## src/hw/rtl/psu_pkg.sv

```systemverilog
`timescale 1ns / 1ps

package psu_pkg;

   // Line buffer geometry
   localparam int MAX_ROW_BYTES = 16384;
   localparam int COL_W         = $clog2(MAX_ROW_BYTES);
   localparam int RB_W          = $clog2(MAX_ROW_BYTES + 1);

   // Configuration field widths
   localparam int BPP_W       = 3;
   localparam int PX_W        = 13;
   localparam int CSR_DATA_W  = 13;

   // Register indexes
   typedef enum logic [0:0] {
      CSR_BPP        = 1'b0,
      CSR_ROW_PIXELS = 1'b1
   } csr_index_type;

   // Scanline filter types; FILTER_BAD marks an unknown type (acts as None)
   typedef enum logic [2:0] {
      FILTER_NONE  = 3'd0,
      FILTER_SUB   = 3'd1,
      FILTER_UP    = 3'd2,
      FILTER_AVG   = 3'd3,
      FILTER_PAETH = 3'd4,
      FILTER_BAD   = 3'd5
   } filter_type;

   // One data byte handed from the control stage to reconstruction
   typedef struct packed {
      logic             valid;
      logic [7:0]       data;
      logic [COL_W-1:0] col;
      logic             first_row;
      filter_type       filter;
      logic [1:0]       chan;
      logic             last;
      logic             left_ok;
      logic             bpp4;
   } issue_type;

   typedef struct packed {
      logic             en;
      logic [COL_W-1:0] addr;
   } lb_read_type;

   typedef struct packed {
      logic             en;
      logic [COL_W-1:0] addr;
      logic [7:0]       data;
   } lb_write_type;

endpackage

```

## src/hw/rtl/psu_stream_if.sv

```systemverilog
`timescale 1ns / 1ps

// Input byte stream channel
interface psu_req_if;
   logic       valid;
   logic       ready;
   logic [7:0] stream_byte;
   logic       image_start;

   modport source (output valid, output stream_byte, output image_start, input ready);
   modport sink   (input valid, input stream_byte, input image_start, output ready);
endinterface


```

## src/hw/rtl/psu_ctrl.sv

```systemverilog
`timescale 1ns / 1ps

// Row sequencing: filter byte capture, column count, line buffer read issue
module psu_ctrl
   import psu_pkg::*;
(
   input  logic                  clock,
   input  logic                  reset,
   input  logic                  csr_write_en,
   input  csr_index_type         csr_index,
   input  logic [CSR_DATA_W-1:0] csr_data,
   psu_req_if.sink               req,
   input  logic                  take,
   output issue_type             issue,
   output lb_read_type           lb_rd
);

   localparam int MOD3_SHIFT = COL_W + 2;
   localparam int MOD3_PROD_W = COL_W + MOD3_SHIFT;
   localparam logic [MOD3_SHIFT-1:0] MOD3_RECIP = MOD3_SHIFT'((1 << MOD3_SHIFT) / 3 + 1);
   localparam int PROD_W = PX_W + 2;

   logic [BPP_W-1:0] bpp_ff, bpp_in;
   logic [PX_W-1:0]  px_ff, px_in;
   logic [COL_W-1:0] column_ff, column_in;
   filter_type       filter_ff, filter_in;
   logic             first_row_ff, first_row_in;
   logic             expect_ff, expect_in;

   logic                   accept;
   logic                   bpp4;
   logic [PX_W-1:0]        px_used;
   logic [PROD_W-1:0]      row_prod;
   logic [RB_W-1:0]        row_bytes;
   logic                   first_row_eff;
   logic                   expect_eff;
   logic [COL_W-1:0]       column_eff;
   logic [COL_W-1:0]       col;
   logic                   last;
   logic [MOD3_PROD_W-1:0] mod3_prod;
   logic [COL_W-1:0]       mod3_quot;
   logic [COL_W-1:0]       mod3_rem;
   logic [1:0]             chan;

   assign accept    = req.valid && take;
   assign req.ready = take;

   // Row length in bytes, saturated at the line buffer depth
   assign bpp4     = (bpp_ff == BPP_W'(4));
   assign px_used  = (px_ff == '0) ? PX_W'(1) : px_ff;
   assign row_prod = bpp4 ? {px_used, 2'b00}
                          : PROD_W'({1'b0, px_used, 1'b0}) + PROD_W'(px_used);
   assign row_bytes = (int'(row_prod) > MAX_ROW_BYTES) ? RB_W'(MAX_ROW_BYTES)
                                                       : RB_W'(row_prod);

   // A new image forces a filter byte and restarts the row count
   assign first_row_eff = req.image_start ? 1'b1 : first_row_ff;
   assign expect_eff    = req.image_start ? 1'b1 : expect_ff;
   assign column_eff    = req.image_start ? '0   : column_ff;

   assign col  = (int'(column_eff) >= MAX_ROW_BYTES) ? COL_W'(MAX_ROW_BYTES - 1) : column_eff;
   assign last = (int'(column_eff) + 1) >= int'(row_bytes);

   // col mod 3 by reciprocal multiply; mod 4 is the low bits
   assign mod3_prod = MOD3_PROD_W'(col) * MOD3_PROD_W'(MOD3_RECIP);
   assign mod3_quot = mod3_prod[MOD3_SHIFT +: COL_W];
   assign mod3_rem  = col - COL_W'(3 * int'(mod3_quot));
   assign chan      = bpp4 ? col[1:0] : mod3_rem[1:0];

   // Next control state
   always_comb begin
      bpp_in       = bpp_ff;
      px_in        = px_ff;
      column_in    = column_ff;
      filter_in    = filter_ff;
      first_row_in = first_row_ff;
      expect_in    = expect_ff;
      if (csr_write_en) begin
         case (csr_index)
            CSR_BPP:        bpp_in = csr_data[BPP_W-1:0];
            CSR_ROW_PIXELS: px_in  = csr_data[PX_W-1:0];
            default:        ;
         endcase
      end
      if (accept) begin
         if (expect_eff) begin
            filter_in    = (req.stream_byte > 8'd4) ? FILTER_BAD
                                                    : filter_type'(req.stream_byte[2:0]);
            expect_in    = 1'b0;
            column_in    = '0;
            first_row_in = first_row_eff;
         end else if (last) begin
            column_in    = '0;
            expect_in    = 1'b1;
            first_row_in = 1'b0;
         end else begin
            column_in    = column_eff + COL_W'(1);
            first_row_in = first_row_eff;
         end
      end
   end

   always_ff @(posedge clock) begin
      if (reset) begin
         bpp_ff       <= BPP_W'(3);
         px_ff        <= PX_W'(1);
         column_ff    <= '0;
         filter_ff    <= FILTER_NONE;
         first_row_ff <= 1'b1;
         expect_ff    <= 1'b1;
      end else begin
         bpp_ff       <= bpp_in;
         px_ff        <= px_in;
         column_ff    <= column_in;
         filter_ff    <= filter_in;
         first_row_ff <= first_row_in;
         expect_ff    <= expect_in;
      end
   end

   // Data byte issue and line buffer read, one byte ahead of reconstruction
   always_comb begin
      issue.valid     = req.valid && !expect_eff;
      issue.data      = req.stream_byte;
      issue.col       = col;
      issue.first_row = first_row_eff;
      issue.filter    = filter_ff;
      issue.chan      = chan;
      issue.last      = last;
      issue.left_ok   = bpp4 ? (int'(col) >= 4) : (int'(col) >= 3);
      issue.bpp4      = bpp4;
      lb_rd.en        = accept && !expect_eff;
      lb_rd.addr      = col;
   end

   a_col_range: assert property (@(posedge clock) disable iff (reset)
      int'(column_ff) < MAX_ROW_BYTES)
      else $error("column count beyond line buffer");

   a_last_expects_filter: assert property (@(posedge clock) disable iff (reset)
      (accept && issue.valid && issue.last) |=> expect_ff)
      else $error("row end did not arm filter byte");

   a_filter_no_issue: assert property (@(posedge clock) disable iff (reset)
      (accept && expect_eff) |-> !lb_rd.en)
      else $error("filter byte issued a line buffer read");

endmodule

```

## src/flat_wrapper.sv

```systemverilog
// flat-port wrapper written by rule: the top's interface ports become plain ports
module psu_ctrl_flat import psu_pkg::*;
  (clock, reset, csr_write_en, csr_index, csr_data, take, issue, lb_rd, req_valid, req_stream_byte, req_image_start, req_ready);
  psu_req_if req_i ();
  input  logic clock;
  input  logic reset;
  input  logic csr_write_en;
  input  csr_index_type csr_index;
  input  logic [CSR_DATA_W-1:0] csr_data;
  input  logic take;
  output issue_type issue;
  output lb_read_type lb_rd;
  input wire logic [$bits(req_i.valid)-1:0] req_valid;
  input wire logic [$bits(req_i.stream_byte)-1:0] req_stream_byte;
  input wire logic [$bits(req_i.image_start)-1:0] req_image_start;
  output wire logic [$bits(req_i.ready)-1:0] req_ready;
  assign req_i.valid = req_valid;
  assign req_i.stream_byte = req_stream_byte;
  assign req_i.image_start = req_image_start;
  assign req_ready = req_i.ready;
  psu_ctrl u_core (.clock(clock), .reset(reset), .csr_write_en(csr_write_en), .csr_index(csr_index), .csr_data(csr_data), .req(req_i), .take(take), .issue(issue), .lb_rd(lb_rd));
endmodule
```

## config.mk

```make
export PLATFORM = sky130hd
export DESIGN_NAME = psu_ctrl_flat
export DESIGN_NICKNAME = d
export VERILOG_FILES = /design/src/hw/rtl/psu_pkg.sv /design/src/hw/rtl/psu_stream_if.sv /design/src/hw/rtl/psu_ctrl.sv /design/src/flat_wrapper.sv
export SDC_FILE = /design/constraint.sdc
export NUM_CORES = 1
export LEC_CHECK = 0
export ABC_AREA = 1
export BUFFER_PORTS_ARGS = -buffer_cell sky130_fd_sc_hd__buf_4
export CAP_MARGIN = 15
export CORE_ASPECT_RATIO = 1.4
export CORE_MARGIN = 1.5
export CORE_UTILIZATION = 50
export DETAILED_ROUTE_END_ITERATION = 10
export PLACE_DENSITY = 0.77
export SYNTH_ARGS = -nofsm -noshare
export SYNTH_HDL_FRONTEND = slang
export SYNTH_SLANG_ARGS = --single-unit
export TNS_END_PERCENT = 5
```

## constraint.sdc

```tcl
create_clock -name clock -period 17.6 [get_ports clock]
set_input_delay 0.88 -clock clock [delete_from_list [all_inputs] [get_ports clock]]
set_output_delay 0.88 -clock clock [all_outputs]
set_load 0.01 [all_outputs]
```

==> impl_metrics.ini <==
[route]
drc = 0
wl_met1_mm = 4.83
top_layer = met4
dr.pass1.iters = 4
ant_nets = 0
totalWireLength_mm = 13.1
met2_wirelength_mm = 7.26
vias_per_cell = 5.05
dr_total_vias = 4855
first_iter_violations = 159
wl_met3_um = 396
avgRoutedWirePerCell_um = 13.6

[placed_design]
place_congestion = 0.915
dp_slack_ns = 9.97
portBuffers = 75
dpl.hpwl_mm = 11.3

[sta]
drv_slew = 0
finalSetupViolations = 0
period_share_pct = 43.3
rsz0062_at_grt = false
fin_setup_tns_ns = 0
fin_skew_ns = 0.00148
fin_ws_ns = 9.98
hold_violations = 0
tightest_slew_ns = 0.915
fmax_mhz = 131
relSlewSlack_pct = 38.8
min_period_ns = 7.62

[logic_synthesis]
synth_edf_count = 0
synth_most_common_cell = nand2_1
synth_commonest_cells = nand2_1, inv_1, ha_1
async_flop_share_pct = 0
ys_types = 38
ys_warn_count = 0
synth_area_leaders = ha_1, fa_1, dfxtp_1, nand2_1, inv_1
synth_nets = 920
ys_ff_latch = 35
ys.flop_type = dfxtp_1
ys_seq_area_share_pct = 13.1
yosys.area.top_type = ha_1
netlist_area_sq_um = 5340
postSynthCellCount = 779
synth_top_area_share_pct = 17.6
syn_avg_cell_area_sq_um = 6.86

[worst_setup_path]
crit_required_ns = 16.72
start_kind = primary input
critPathSlowestCell = fa_1
critPathMaxStageDelay_ns = 0.59
path_class = in2out
r2r_start = u_core.px_ff[7]
ff2ff_path_depth = 30
worst_setup_path_end_kind = output port
worstPathArrival_ns = 6.74
ff2ff_setup_slack_ns = 12.46
reg2reg_to = u_core.column_ff[4]
cp_common_cell = nand2_1
crit_path_start = req_image_start
cp_max_fo = 15

[floorplanning]
initial_core_util_pct = 51.3
ios = 76
fp.dieH_um = 125
die_x_um = 90.4
std_cell_rows = 44
core_area_sq_um = 10400
dieArea_sq_um = 11300

[power]
power_leakage_nw = 3.36
irDropWorstVdd_uv = 40.3
power_density_nw_per_um2 = 38.3

[cts]
htreeDepth = 2
cts.path.max_buffers = 2
cts_tree = done
cts_made_buffers = 5
clkTransAtPathRegs_ns = 0.06
cts_root_buf = clkbuf_16
post_cts_resized = 0
cts_hold_repair.buffers = 0
clk-insertion-delay-late_ns = 0.28
numClockSinks = 35
cts_setup_buffers = 0

[global_route]
grt_pass1_wl_mm = 21.9
antenna_found_initial = 0
grt_pass1_vias = 4886
grt_max_degree = 26
grt_overflow = 0
grt_usage_pct = 24.1

[run]
maxCapViolCount = 0

[status]
status = completed

[layout]
antenna_cells = 0
final_core_util_pct = 57.5
n_fill_cell = 981
drive_gt1_share_pct = 14.2
nets = 964
area_delta_synth_final_pct = 12.0

[hold_path]
hold_path.startpoint = u_core.first_row_ff
holdPathEnd = u_core.first_row_ff
holdPathStages = 2
hp-class = reg2reg
## worst max path at each step
stage	endpoint
global placement	issue[4]
finish	issue[4]
detailed placement	issue[4]
global route	issue[4]
CTS	issue[4]
floorplan	issue[4]
## power by group
group	total, W	leakage [nW]	switching (W)	internal (W)
registers	0.0000853	0.286	0.00000273	0.0000826
clock network	0.0000867	0.0669	0.0000345	0.0000522
logic	0.0000570	3.01	0.0000339	0.0000231
## per-layer routing
layer	vias up	GRT usage, %
li1	2522	-
met1	2198	23.4
met2	103	47.7
met3	32	3.35
met4	0	13.4
met5	-	0
## registers in the layout, summed over array words and instances (netlist names)
| signal | count |
|---|---|
| u_core.filter_ff | 3 |
| u_core.bpp_ff | 3 |
| u_core.px_ff | 13 |
| u_core.column_ff | 14 |
| u_core.first_row_ff | 1 |
| u_core.expect_ff | 1 |
## through the flow
stage	hold slack, ns	power (W)	std cells	area [sq um]
after floorplan	0.430	0.000129	779	5340
after global placement	0.443	0.000143	954	5840
after CTS	0.462	0.000230	962	5990
after global routing	0.488	0.000242	962	5990
final	0.459	0.000229	962	5990
after detailed placement	0.447	0.000144	954	5840
## critical path, delay by kind of cell
kind | cells | cell delay (ns)
compound gates | 2 | 0.37
simple gates | 17 | 1.73
fa+ha+maj | 8 | 3.21
buf+inv | 6 | 0.53
## kinds of logic after synthesis
group,count (synthesis),synth area share [%]
AO/OA/AOI/OAI,97,9.63
XOR/XNOR,19,3.26
adder cells (fa/ha/maj),114,32.0
buffers and inverters,192,15.6
flip-flops,35,13.1
AND/OR/NAND/NOR,322,26.5
## cell type report
cell class / count / area [sq um] / share of cell area (%)
Clock buffer: 6 / 129 / 2.15
Clock inverter: 2 / 12.5 / 0.209
Inverter: 149 / 559 / 9.34
Multi-Input combinational cell: 552 / 3810 / 63.7
Sequential cell: 35 / 701 / 11.7
Tap cell: 138 / 173 / 2.88
Timing Repair Buffer: 80 / 601 / 10.0
## cells in the final DEF, fill, tap and decap left out, types with 2 or more instances in the layout
| cell | instances |
|---|---|
| fa_1 | 38 |
| nor3_1 | 2 |
| xor2_1 | 12 |
| nor4_1 | 7 |
| nor2_2 | 7 |
| dfxtp_1 | 35 |
| nand3_1 | 43 |
| nand2_1 | 182 |
| nand2_2 | 6 |
| nand4_1 | 9 |
| o21ai_0 | 31 |
| or2_2 | 2 |
| nand3_2 | 4 |
| a21oi_1 | 55 |
| ha_1 | 75 |
| xnor2_1 | 6 |
| nor2_4 | 2 |
| o211ai_1 | 2 |
| nand3b_1 | 6 |
| inv_1 | 143 |
| buf_4 | 80 |
| nor2_1 | 50 |
| o21bai_1 | 2 |
| clkbuf_16 | 5 |
| inv_2 | 6 |
Power figures use the tool's default switching activity.
