## src/hw/rtl/psu_pkg.sv

```systemverilog
`timescale 1ns / 1ps

package psu_pkg;

   // Line buffer geometry
   localparam int MAX_ROW_BYTES = 16384;
   localparam int COL_W         = $clog2(MAX_ROW_BYTES);
   localparam int RB_W          = $clog2(MAX_ROW_BYTES + 1);

   // Configuration field widths
   localparam int BPP_W       = 3;
   localparam int PX_W        = 13;
   localparam int CSR_DATA_W  = 13;

   // Register indexes
   typedef enum logic [0:0] {
      CSR_BPP        = 1'b0,
      CSR_ROW_PIXELS = 1'b1
   } csr_index_type;

   // Scanline filter types; FILTER_BAD marks an unknown type (acts as None)
   typedef enum logic [2:0] {
      FILTER_NONE  = 3'd0,
      FILTER_SUB   = 3'd1,
      FILTER_UP    = 3'd2,
      FILTER_AVG   = 3'd3,
      FILTER_PAETH = 3'd4,
      FILTER_BAD   = 3'd5
   } filter_type;

   // One data byte handed from the control stage to reconstruction
   typedef struct packed {
      logic             valid;
      logic [7:0]       data;
      logic [COL_W-1:0] col;
      logic             first_row;
      filter_type       filter;
      logic [1:0]       chan;
      logic             last;
      logic             left_ok;
      logic             bpp4;
   } issue_type;

   typedef struct packed {
      logic             en;
      logic [COL_W-1:0] addr;
   } lb_read_type;

   typedef struct packed {
      logic             en;
      logic [COL_W-1:0] addr;
      logic [7:0]       data;
   } lb_write_type;

endpackage

```

## src/hw/rtl/psu_stream_if.sv

```systemverilog


// Reconstructed byte channel
interface psu_rsp_if;
   logic       valid;
   logic       ready;
   logic [7:0] pixel_byte;
   logic [1:0] channel_index;
   logic       row_end;
   logic       bad_filter;

   modport source (output valid, output pixel_byte, output channel_index,
                   output row_end, output bad_filter, input ready);
   modport sink   (input valid, input pixel_byte, input channel_index,
                   input row_end, input bad_filter, output ready);
endinterface

```

## src/hw/rtl/psu_recon.sv

```systemverilog
`timescale 1ns / 1ps

// Byte reconstruction, line buffer write-back and output register
module psu_recon
   import psu_pkg::*;
(
   input  logic         clock,
   input  logic         reset,
   input  issue_type    issue,
   input  logic [7:0]   rd_data,
   output logic         take,
   output lb_write_type lb_wr,
   psu_rsp_if.source    rsp
);

   function automatic logic [7:0] paeth(input logic [7:0] a, input logic [7:0] b,
                                         input logic [7:0] c);
      logic signed [9:0] pa;
      logic signed [9:0] pb;
      logic signed [9:0] pc;
      logic signed [9:0] sa;
      logic signed [9:0] sb;
      logic signed [9:0] sc;
      sa = $signed({2'b00, a});
      sb = $signed({2'b00, b});
      sc = $signed({2'b00, c});
      pa = sb - sc;
      pb = sa - sc;
      pc = sa + sb - sc - sc;
      pa = (pa < 0) ? -pa : pa;
      pb = (pb < 0) ? -pb : pb;
      pc = (pc < 0) ? -pc : pc;
      if (pa <= pb && pa <= pc) begin
         return a;
      end else if (pb <= pc) begin
         return b;
      end
      return c;
   endfunction

   logic             s1_valid_ff, s1_valid_in;
   issue_type        s1_ff;
   logic             fwd_ff, fwd_in;
   logic [7:0]       fwd_data_ff;
   logic [31:0]      left_ff;
   logic [31:0]      upper_left_ff;

   logic             rsp_valid_ff, rsp_valid_in;
   logic [7:0]       pixel_ff;
   logic [1:0]       chan_ff;
   logic             row_end_ff;
   logic             bad_ff;

   logic             out_free;
   logic             advance;
   logic             load;
   logic [7:0]       a;
   logic [7:0]       b;
   logic [7:0]       c;
   logic [8:0]       avg_sum;
   logic [7:0]       pred;
   logic [7:0]       res;

   // Stage one moves when the output register is free or being drained
   assign out_free = !rsp_valid_ff || rsp.ready;
   assign advance  = s1_valid_ff && out_free;
   assign take     = !s1_valid_ff || out_free;
   assign load     = issue.valid && take;

   // Neighbors: left and upper-left are one pixel back in the shift registers
   always_comb begin
      a = '0;
      c = '0;
      if (s1_ff.left_ok) begin
         a = s1_ff.bpp4 ? left_ff[31:24] : left_ff[23:16];
      end
      if (s1_ff.left_ok && !s1_ff.first_row) begin
         c = s1_ff.bpp4 ? upper_left_ff[31:24] : upper_left_ff[23:16];
      end
      b = '0;
      if (!s1_ff.first_row) begin
         b = fwd_ff ? fwd_data_ff : rd_data;
      end
   end

   // Predictor select
   assign avg_sum = {1'b0, a} + {1'b0, b};
   always_comb begin
      case (s1_ff.filter)
         FILTER_SUB:   pred = a;
         FILTER_UP:    pred = b;
         FILTER_AVG:   pred = avg_sum[8:1];
         FILTER_PAETH: pred = paeth(a, b, c);
         default:      pred = '0;
      endcase
   end
   assign res = s1_ff.data + pred;

   // Write back the reconstructed byte as this row's entry
   assign lb_wr.en   = advance;
   assign lb_wr.addr = s1_ff.col;
   assign lb_wr.data = res;

   // Forward when a read issues to the entry being written this cycle
   assign fwd_in = lb_wr.en && (lb_wr.addr == issue.col);

   always_comb begin
      s1_valid_in = s1_valid_ff;
      if (take) begin
         s1_valid_in = issue.valid;
      end
      rsp_valid_in = rsp_valid_ff;
      if (advance) begin
         rsp_valid_in = 1'b1;
      end else if (rsp.ready) begin
         rsp_valid_in = 1'b0;
      end
   end

   always_ff @(posedge clock) begin
      if (reset) begin
         s1_valid_ff  <= 1'b0;
         rsp_valid_ff <= 1'b0;
         fwd_ff       <= 1'b0;
      end else begin
         s1_valid_ff  <= s1_valid_in;
         rsp_valid_ff <= rsp_valid_in;
         if (load) begin
            fwd_ff <= fwd_in;
         end
      end
   end

   // Payload registers
   always_ff @(posedge clock) begin
      if (load) begin
         s1_ff       <= issue;
         fwd_data_ff <= res;
      end
      if (advance) begin
         left_ff       <= {left_ff[23:0], res};
         upper_left_ff <= {upper_left_ff[23:0], b};
         pixel_ff      <= res;
         chan_ff       <= s1_ff.chan;
         row_end_ff    <= s1_ff.last;
         bad_ff        <= (s1_ff.filter == FILTER_BAD);
      end
   end

   assign rsp.valid         = rsp_valid_ff;
   assign rsp.pixel_byte    = pixel_ff;
   assign rsp.channel_index = chan_ff;
   assign rsp.row_end       = row_end_ff;
   assign rsp.bad_filter    = bad_ff;

   a_fwd_after_write: assert property (@(posedge clock) disable iff (reset)
      $rose(fwd_ff) |-> $past(lb_wr.en))
      else $error("forward flag set without a write");

   a_write_only_on_advance: assert property (@(posedge clock) disable iff (reset)
      !s1_valid_ff |-> !lb_wr.en)
      else $error("line buffer written with empty stage");

   a_stall_holds_stage: assert property (@(posedge clock) disable iff (reset)
      (s1_valid_ff && !out_free) |=> s1_valid_ff)
      else $error("stalled byte dropped from stage one");

endmodule
```

## src/flat_wrapper.sv

```systemverilog
// flat-port wrapper written by rule: the top's interface ports become plain ports
module psu_recon_flat import psu_pkg::*;
  (clock, reset, issue, rd_data, take, lb_wr, rsp_valid, rsp_pixel_byte, rsp_channel_index, rsp_row_end, rsp_bad_filter, rsp_ready);
  psu_rsp_if rsp_i ();
  input  logic clock;
  input  logic reset;
  input  issue_type issue;
  input  logic [7:0] rd_data;
  output logic take;
  output lb_write_type lb_wr;
  output wire logic [$bits(rsp_i.valid)-1:0] rsp_valid;
  output wire logic [$bits(rsp_i.pixel_byte)-1:0] rsp_pixel_byte;
  output wire logic [$bits(rsp_i.channel_index)-1:0] rsp_channel_index;
  output wire logic [$bits(rsp_i.row_end)-1:0] rsp_row_end;
  output wire logic [$bits(rsp_i.bad_filter)-1:0] rsp_bad_filter;
  input wire logic [$bits(rsp_i.ready)-1:0] rsp_ready;
  assign rsp_valid = rsp_i.valid;
  assign rsp_pixel_byte = rsp_i.pixel_byte;
  assign rsp_channel_index = rsp_i.channel_index;
  assign rsp_row_end = rsp_i.row_end;
  assign rsp_bad_filter = rsp_i.bad_filter;
  assign rsp_i.ready = rsp_ready;
  psu_recon u_core (.clock(clock), .reset(reset), .issue(issue), .rd_data(rd_data), .take(take), .lb_wr(lb_wr), .rsp(rsp_i));
endmodule
```

## config.mk

```make
export PLATFORM = sky130hd
export DESIGN_NAME = psu_recon_flat
export DESIGN_NICKNAME = d
export VERILOG_FILES = /design/src/hw/rtl/psu_pkg.sv /design/src/hw/rtl/psu_stream_if.sv /design/src/hw/rtl/psu_recon.sv /design/src/flat_wrapper.sv
export SDC_FILE = /design/constraint.sdc
export NUM_CORES = 1
export LEC_CHECK = 0
export ABC_AREA = 1
export BUFFER_PORTS_ARGS = -buffer_cell sky130_fd_sc_hd__clkbuf_2
export CAP_MARGIN = 25
export CORE_UTILIZATION = 30
export CTS_BUF_LIST = sky130_fd_sc_hd__clkbuf_16
export DETAILED_ROUTE_END_ITERATION = 10
export HOLD_SLACK_MARGIN = 0.06
export SLEW_MARGIN = 20
export SYNTH_ARGS = -nofsm -noshare
export SYNTH_HDL_FRONTEND = slang
export SYNTH_SLANG_ARGS = --single-unit
```

## constraint.sdc

```tcl
create_clock -name clock -period 9.3 [get_ports clock]
set_input_delay 1.86 -clock clock [delete_from_list [all_inputs] [get_ports clock]]
set_output_delay 1.86 -clock clock [all_outputs]
set_load 0.005 [all_outputs]
```

==> results.yml, run 1 <==
routing:
  antenna_left: 0
  wire_per_inst_um: 14.1
  route.detailed.drc: 0
  dr.pass1.iters: 5
  wirelength_um: 18600
  via_per_inst: 4.60
  drt_iter0_markers: 510
  vias: 6084
synth:
  synth.distinct_cells: 51
  syn_area_per_cell_um2: 9.13
  synth_warnings: 0
  post-synth-top-area-cell: "edfxtp_1"
  synth_top_area_share_pct: 42.9
  yosysSeqAreaShare_pct: 43.7
  synth.area.top_cells: "edfxtp_1 43%, ha_1 11%, nand2_1 7.3%"
  syn_inst: 821
  synth-main-ff-cell: "edfxtp_1"
  ys_ff_latch: 110
  async_reset_ff_share_pct: 0
  syn_area_um2: 7490
  synth_edf_count: 107
sta:
  fin_setup_tns_ps: -1050
  finalClockSkew_ps: 10.3
  finalCriticalPeriod_ps: 9670
  fin_ws_ps: -374
  setup_viol: 5
  tightest_slew_ps: 1020
  finalHoldViolations: 0
  rsz0062_at_grt: "yes"
  fmax_mhz: 103
  timing.hold.ws_ps: 420
  final_max_slew_viol_count: 0
  slew_headroom_pct: 31.5
  finalCritPeriodShare_pct: 104
setup_path:
  critPathRequiredTime_ps: 7440
  slowest_delay_ps: 320
  cp-start-kind: "primary input"
  crit_type: "in2out"
  slowest_stage: "ha_4"
  endpoint_kind: "output pin"
  arrival_ps: 7810
  cp_max_fo: 5
place:
  portBuffers: 79
  dpl_cell_area_um2: 8890
  hpwl_um: 14800
  gp_congestion: 0.911
  dp_cells: 1292
die:
  core-area_um2: 24400
  die_x_um: 160
  rows: 57
  fp.dieArea_um2: 25600
  initial_core_util_pct: 30.7
  io_pins: 80
  die_h_um: 160
grt:
  overflow: 0
  grt_pass1_wl_um: 29000
  antenna_found_initial: 0
  grt_pass1_vias: 5769
  gr-usage-all-layers_pct: 14.4
  grt_max_degree: 55
finish:
  final_area_um2: 9520
  area_delta_synth_final_pct: 27.1
  fin_cells: 1322
  final_cell_mix: "142 x nand2_1, 107 x edfxtp_1, 106 x buf_4"
  final_common_cell: "nand2_1"
  drive_gt1_share_pct: 31.1
  layout.nets: 1105
  diodes: 0
pwr:
  power_density_nw_per_um2: 193
  power_uw: 1840
  peakVddDrop_mv: 0.0941
  leakagePower_uw: 0.00434
clock_tree:
  clk_pin_slew_worst_paths_ps: 80
  clock_sinks: 110
  root_buffer: "clkbuf_16"
  cts-buffers-inserted: 9
  cts-hold-fix-buffers: 0
  clk_latency_ps: 350
  cts_tree: "yes"
  htreeDepth: 3
  ctsLongestPathBuffers: 2
outcome:
  outcome: "finished with violations"
  violations: "setup timing"
min_path:
  min_path_type: "reg2reg"
flow_run:
  drv_cap: 0
## per-stage QoR
| stage | setup slack [ps] | util, % |
|---|---|---|
| floorplan | 40.8 | - |
| global placement | -384 | 36.5 |
| detailed placement | -443 | 36.5 |
| CTS | -331 | 38.1 |
| global route | -885 | 39.0 |
| finish | -374 | 39.0 |
## logic make-up after synthesis
family / synth area share, %
AOI/OAI and AO/OA: 8.88
buffers and inverters: 8.68
other: 0.100
adders and majority gates: 11.7
xor gates and xnor gates: 5.61
and+or+nand+nor: 21.3
DFF: 43.7
## worst paths after layout
kind                                                        start                            endpoint  slack (ps)  cells after the start
worst max-delay path                                   rd_data[1]                            lb_wr[7]        -370                     52
worst min-delay path            u_core.upper_left_ff[2]$_DFFE_PP_  u_core.upper_left_ff[10]$_DFFE_PP_         420                      0
worst max register to register          u_core.s1_ff[0]$_DFFE_PP_     u_core.fwd_data_ff[4]$_DFFE_PP_        2210                     48
worst min register to register  u_core.upper_left_ff[2]$_DFFE_PP_  u_core.upper_left_ff[10]$_DFFE_PP_         420                      0
## power breakdown
group / internal (uW) / total, uW / switching [uW]
Sequential: 585 / 601 / 15.4
Combinational: 394 / 863 / 469
Clock: 189 / 374 / 185
## synthesized netlist by cell type, types with 6 or more instances
cell type    n
nor2_2       6
nand3b_1     8
buf_4       24
ha_1        67
nor2_1      70
edfxtp_1   107
nor2_4       6
xnor2_1     17
xor2_1      31
nand4_1     11
inv_2        7
nor3_1      15
nand2_1    146
inv_1      104
o21ai_1     11
nand2_2     16
a21oi_1     37
nand3_1     45
o21ai_0     29
## state kept, by name, summed over array words and instances (netlist names)
name                      flops
u_core.fwd_data_ff            8
u_core.fwd_ff                 1
u_core.lb_wr                 14
u_core.left_ff               25
u_core.rsp.bad_filter         1
u_core.rsp.channel_index      2
u_core.rsp.pixel_byte         7
u_core.rsp.row_end            1
u_core.rsp.valid              1
u_core.s1_ff                 17
u_core.s1_valid_ff            1
u_core.upper_left_ff         32
## layout make-up
cell class                      count  area (um2)
Clock inverter                      7        71.3
Tap cell                          324         405
Inverter                          113         438
Sequential cell                   110        3270
Timing Repair Buffer              188        1240
Multi-Input combinational cell    571        3870
Clock buffer                        9         225
Fill cell                        2441       14900
## critical path: cells and delay by family
kind                       cells  cell delay, ps
xor gates and xnor gates       2             350
buffers and inverters         11             940
AOI/OAI and AO/OA             13            1770
adders and majority gates      4            1050
and+or+nand+nor               22            1840
## timing repair
item | in CTS | in global routing
resized for setup | 17 | 35
pin swaps | 20 | 22
setup endpoints to repair | 5 | 7
buffers inserted | 5 | 11
cloned | 0 | 0
## metal layers
metal / wire length [um] / share of wire, % / track usage, %
met5: 0 / 0 / 0
met4: 151 / 0.81 / 2.73
met3: 908 / 4.9 / 2.49
met2: 8820 / 47 / 24.1
met1: 8730 / 47 / 19.7
Note: power is estimated with default switching activity, not from simulation.
==> run 2: changes to the inputs <==
--- a/config.mk
+++ b/config.mk
@@ -12,6 +12,7 @@
 export CTS_BUF_LIST = sky130_fd_sc_hd__clkbuf_16
 export DETAILED_ROUTE_END_ITERATION = 10
 export HOLD_SLACK_MARGIN = 0.06
+export SKIP_LAST_GASP = 1
 export SLEW_MARGIN = 20
 export SYNTH_ARGS = -nofsm -noshare
 export SYNTH_HDL_FRONTEND = slang
==> constraint.sdc (replaced) <==
create_clock -name clock -period 9.8 [get_ports clock]
set_input_delay 1.96 -clock clock [delete_from_list [all_inputs] [get_ports clock]]
set_output_delay 1.96 -clock clock [all_outputs]
set_load 0.005 [all_outputs]
==> results.yml, run 2 (synthesis gave the netlist of run 1 again) <==
setup_path:
  cp-start-kind: "primary input"
  slowest_stage: "ha_1"
  slowest_delay_ps: 320
  arrival_ps: 8050
  cp_common_cell: "nand2_1"
  cp_max_fo: 4
  endpoint_kind: "output pin"
  critPathRequiredTime_ps: 7840
  crit_type: "in2out"
place:
  hpwl_um: 14500
  dp_cells: 1280
  gp_congestion: 0.875
  dpl_cell_area_um2: 8710
  portBuffers: 79
routing:
  vias: 6156
  dr.max_layer_used: "met4"
  drt_iter0_markers: 349
  wl_met3_um: 967
  wirelength_um: 18400
  wl_met2_um: 8750
  m1WireLength_um: 8440
  dr.pass1.iters: 5
  route.detailed.drc: 0
  antenna_left: 0
  via_per_inst: 4.70
  wire_per_inst_um: 14.0
finish:
  regMostFlops: "u_core.upper_left_ff"
  utilization_pct: 38.6
  drive_gt1_share_pct: 29.9
  fillers: 2447
  regArea_um2: 3270
  multiInputGateArea_um2: 3850
  diodes: 0
  layout.nets: 1094
  final_cell_mix: "142 x nand2_1, 107 x edfxtp_1, 96 x inv_1"
  area_delta_synth_final_pct: 25.7
  final_area_um2: 9420
  largest_register_ffs: 32
  final_common_cell: "nand2_1"
  fin_cells: 1311
  top_regs: "u_core.upper_left_ff x32, u_core.left_ff x25, u_core.s1_ff x17"
clock_tree:
  root_buffer: "clkbuf_16"
  ctsLongestPathBuffers: 2
  clk_latency_ps: 350
  cts_tree: "yes"
  clock_sinks: 110
  htreeDepth: 3
  clk_pin_slew_worst_paths_ps: 70
  cts-hold-fix-buffers: 0
  cts-buffers-inserted: 9
sta:
  finalHoldViolations: 0
  tightest_slew_ps: 907
  rsz0062_at_grt: "yes"
  finalClockSkew_ps: 8.98
  setup_viol: 3
  finalCritPeriodShare_pct: 102
  fin_setup_tns_ps: -416
  fmax_mhz: 99.9
  final_max_slew_viol_count: 0
  finalCriticalPeriod_ps: 10010
  fin_ws_ps: -211
  timing.hold.ws_ps: 417
  slew_headroom_pct: 39.1
pwr:
  peakVddDrop_mv: 0.0922
  leakagePower_uw: 0.00429
  power_density_nw_per_um2: 186
outcome:
  violations: "setup timing"
  outcome: "finished with violations"
die:
  core-area_um2: 24400
  die_h_um: 160
  rows: 57
  io_pins: 80
  die_x_um: 160
  fp.dieArea_um2: 25600
  initial_core_util_pct: 30.7
min_path:
  min_path_type: "reg2reg"
grt:
  gr-usage-all-layers_pct: 14.6
  grt_pass1_wl_um: 29900
  grt_pass1_vias: 6079
  antenna_found_initial: 0
  grt_max_degree: 70
  overflow: 0
flow_run:
  drv_cap: 0
[run 2: through the flow]
stage | total power (uW) | setup slack (ps)
5_1_grt | 1870 | -785
2_1_floorplan | 1050 | 48.7
3_3_place_gp | 1300 | -321
6_report | 1750 | -211
3_5_place_dp | 1310 | -431
4_1_cts | 1720 | -162
[run 2: what timing repair did]
| action | in CTS | in global routing |
|---|---|---|
| hold endpoints to repair | 0 | 0 |
| pin swaps | 36 | 54 |
| cloned | 0 | 0 |
| endpoints found under the setup margin | 4 | 7 |
| resized for setup | 25 | 43 |
| setup buffers | 12 | 6 |
[run 2: cell type report]
cell class,count,share of cell area [%]
multi-input cells,571,40.8
flip-flops and latches,110,34.8
repair buffers,177,12.2
inverters,113,4.61
well taps,324,4.30
clock buffers,9,2.39
clock inverters,7,0.930
[run 2: final timing paths]
path	from	end	slack [ps]	depth (start not counted)
worst min register to register	u_core.upper_left_ff[11]$_DFFE_PP_	u_core.upper_left_ff[19]$_DFFE_PP_	420	0
worst max-delay path	rd_data[1]	lb_wr[7]	-210	53
worst min-delay path	u_core.upper_left_ff[11]$_DFFE_PP_	u_core.upper_left_ff[19]$_DFFE_PP_	420	0
worst max register to register	u_core.fwd_ff$_SDFFE_PP0P_	u_core.fwd_data_ff[7]$_DFFE_PP_	2480	53
[run 2: metal layers]
metal | up-vias | track usage, %
met2 | 163 | 24.7
met3 | 22 | 2.52
met1 | 2898 | 19.3
met5 | - | 0
met4 | 0 | 3.20
li1 | 3073 | -
[run 2: worst max-delay path: cells and delay by family]
family / cells / cell delay, ps
and+or+nand+nor: 19 / 1450
AOI/OAI and AO/OA: 15 / 2090
xor gates and xnor gates: 1 / 160
buffers and inverters: 14 / 1290
adders and majority gates: 4 / 1040
[run 2: power breakdown]
group	switching (uW)	internal, uW
registers	15.1	556
clock network	176	204
logic	440	361
total	631	1120
==> run 3: changes to the inputs <==
--- a/config.mk
+++ b/config.mk
@@ -8,10 +8,12 @@
 export ABC_AREA = 1
 export BUFFER_PORTS_ARGS = -buffer_cell sky130_fd_sc_hd__clkbuf_2
 export CAP_MARGIN = 25
-export CORE_UTILIZATION = 30
+export CORE_UTILIZATION = 60
 export CTS_BUF_LIST = sky130_fd_sc_hd__clkbuf_16
 export DETAILED_ROUTE_END_ITERATION = 10
 export HOLD_SLACK_MARGIN = 0.06
+export PLACE_DENSITY = 0.81
+export RECOVER_POWER = 100
 export SKIP_LAST_GASP = 1
 export SLEW_MARGIN = 20
 export SYNTH_ARGS = -nofsm -noshare
==> results.yml, run 3 (synthesis gave the netlist of run 1 again) <==
clock_tree:
  htreeDepth: 3
  cts_tree: "yes"
  clk_pin_slew_worst_paths_ps: 70
  ctsLongestPathBuffers: 2
  clk_latency_ps: 350
  clock_sinks: 110
  root_buffer: "clkbuf_16"
  cts-buffers-inserted: 9
routing:
  via_per_inst: 5.59
  wire_per_inst_um: 17.0
  dr.pass1.iters: 5
  drt_iter0_markers: 562
  antenna_left: 0
  route.detailed.drc: 0
  wirelength_um: 19200
  vias: 6312
sta:
  finalCritPeriodShare_pct: 105
  slew_headroom_pct: 38.1
  tightest_slew_ps: 921
  fmax_mhz: 97.0
  rsz0062_at_grt: "yes"
  finalHoldViolations: 0
  final_max_slew_viol_count: 0
  setup_viol: 4
  fin_ws_ps: -508
  finalCriticalPeriod_ps: 10310
  finalClockSkew_ps: 10.2
die:
  rows: 40
  fp.dieArea_um2: 12900
  die_x_um: 114
  core-area_um2: 12100
  io_pins: 80
  die_h_um: 114
  initial_core_util_pct: 61.9
setup_path:
  arrival_ps: 8350
  critPathRequiredTime_ps: 7840
  reg2reg_from: "u_core.s1_ff[0]$_DFFE_PP_"
  slowest_stage: "ha_1"
  cp-start-kind: "primary input"
  worstRegToRegCells: 52
  rrSetupSlack_ps: 2390
  cp_max_fo: 7
  crit_type: "in2out"
  cp_common_cell: "nand2_1"
  endpoint_kind: "output pin"
  r2r-end: "u_core.left_ff[7]$_DFFE_PP_"
  slowest_delay_ps: 320
finish:
  top_regs: "u_core.upper_left_ff x32, u_core.left_ff x25, u_core.s1_ff x17"
  drive_gt1_share_pct: 28.0
  final_common_cell: "nand2_1"
  largest_register_ffs: 32
  final_cell_mix: "140 x nand2_1, 107 x edfxtp_1, 95 x inv_1"
  layout.nets: 1069
  diodes: 0
  fillers: 854
  area_delta_synth_final_pct: 20.9
  utilization_pct: 74.8
  regMostFlops: "u_core.upper_left_ff"
  fin_cells: 1130
place:
  hpwl_um: 13400
  gp_congestion: 0.936
  portBuffers: 79
  dp_cells: 1098
flow_run:
  drv_cap: 0
grt:
  use_met3_pct: 6.38
  top_usage_layer: "met2"
  overflow: 0
  grt_util_met1_pct: 37.5
  grt_pass1_vias: 6142
  use_met2_pct: 50.7
  gr-usage-all-layers_pct: 29.6
  antenna_found_initial: 1
  grt_pass1_wl_um: 29200
  grt_max_degree: 70
outcome:
  outcome: "finished with violations"
  violations: "setup timing"
pwr:
  peakVddDrop_mv: 0.137
  leakagePower_uw: 0.00413
  power_density_nw_per_um2: 190
min_path:
  min_to: "u_core.upper_left_ff[17]$_DFFE_PP_"
  whs_path_depth: 0
  min_path_type: "reg2reg"
  hp-start: "u_core.upper_left_ff[9]$_DFFE_PP_"
run 3: how the worst max path moves through the flow:
| stage | startpoint | cells past startpoint | slack, ps | endpoint |
|---|---|---|---|---|
| floorplan | rd_data[1] | 47 | 50 | lb_wr[7] |
| finish | rd_data[1] | 53 | -510 | lb_wr[7] |
| global placement | rd_data[1] | 49 | -260 | lb_wr[6] |
| CTS | rd_data[1] | 47 | -150 | lb_wr[6] |
| detailed placement | rd_data[1] | 49 | -590 | lb_wr[6] |
| global route | rd_data[1] | 56 | -1000 | lb_wr[7] |
run 3: report_power, final:
group          total [uW]  switching (uW)  internal (uW)
registers             572            16.0            556
logic                 797             454            343
clock network         355             176            179
total                1720             646           1080
run 3: repair_timing:
item                                    in CTS  in global routing
resized for setup                           27                 55
setup buffers                               12                  8
endpoints found under the setup margin       5                  7
hold buffers                                 0                  0
pin swaps                                   21                 52
run 3: final cells by class:
cell class                      count  area, um2  area share (%)
Tap cell                          168        210            2.32
Inverter                          113        434            4.79
Timing Repair Buffer              152        945            10.4
Clock buffer                        9        225            2.49
Multi-Input combinational cell    571       3900            43.1
Sequential cell                   110       3270            36.1
Clock inverter                      7       66.3           0.732
run 3: through the flow:
stage / setup WS, ps / total power (uW) / TNS (ps) / hold WS [ps] / cell area (um2)
after floorplan: 48.7 / 1050 / 0 / 400 / 7510
after global placement: -263 / 1250 / -547 / 401 / 8320
after detailed placement: -592 / 1260 / -1470 / 405 / 8320
after CTS: -154 / 1650 / -379 / 419 / 8790
after global routing: -1000 / 1840 / -3860 / 424 / 9060
final: -508 / 1720 / -1330 / 419 / 9060
run 3: worst max-delay path, delay by kind of cell:
kind	cells	cell delay, ps
fa+ha+maj	4	1100
compound gates	11	1850
xor+xnor	3	550
simple gates	24	1930
buf+inv	11	920
run 3: per-layer routing:
metal / vias to the layer above / share of wire [%]
met1: 2928 / 40
met3: 60 / 8.1
met4: 2 / 3.0
met5: - / 0.057
met2: 298 / 49
li1: 3024 / -
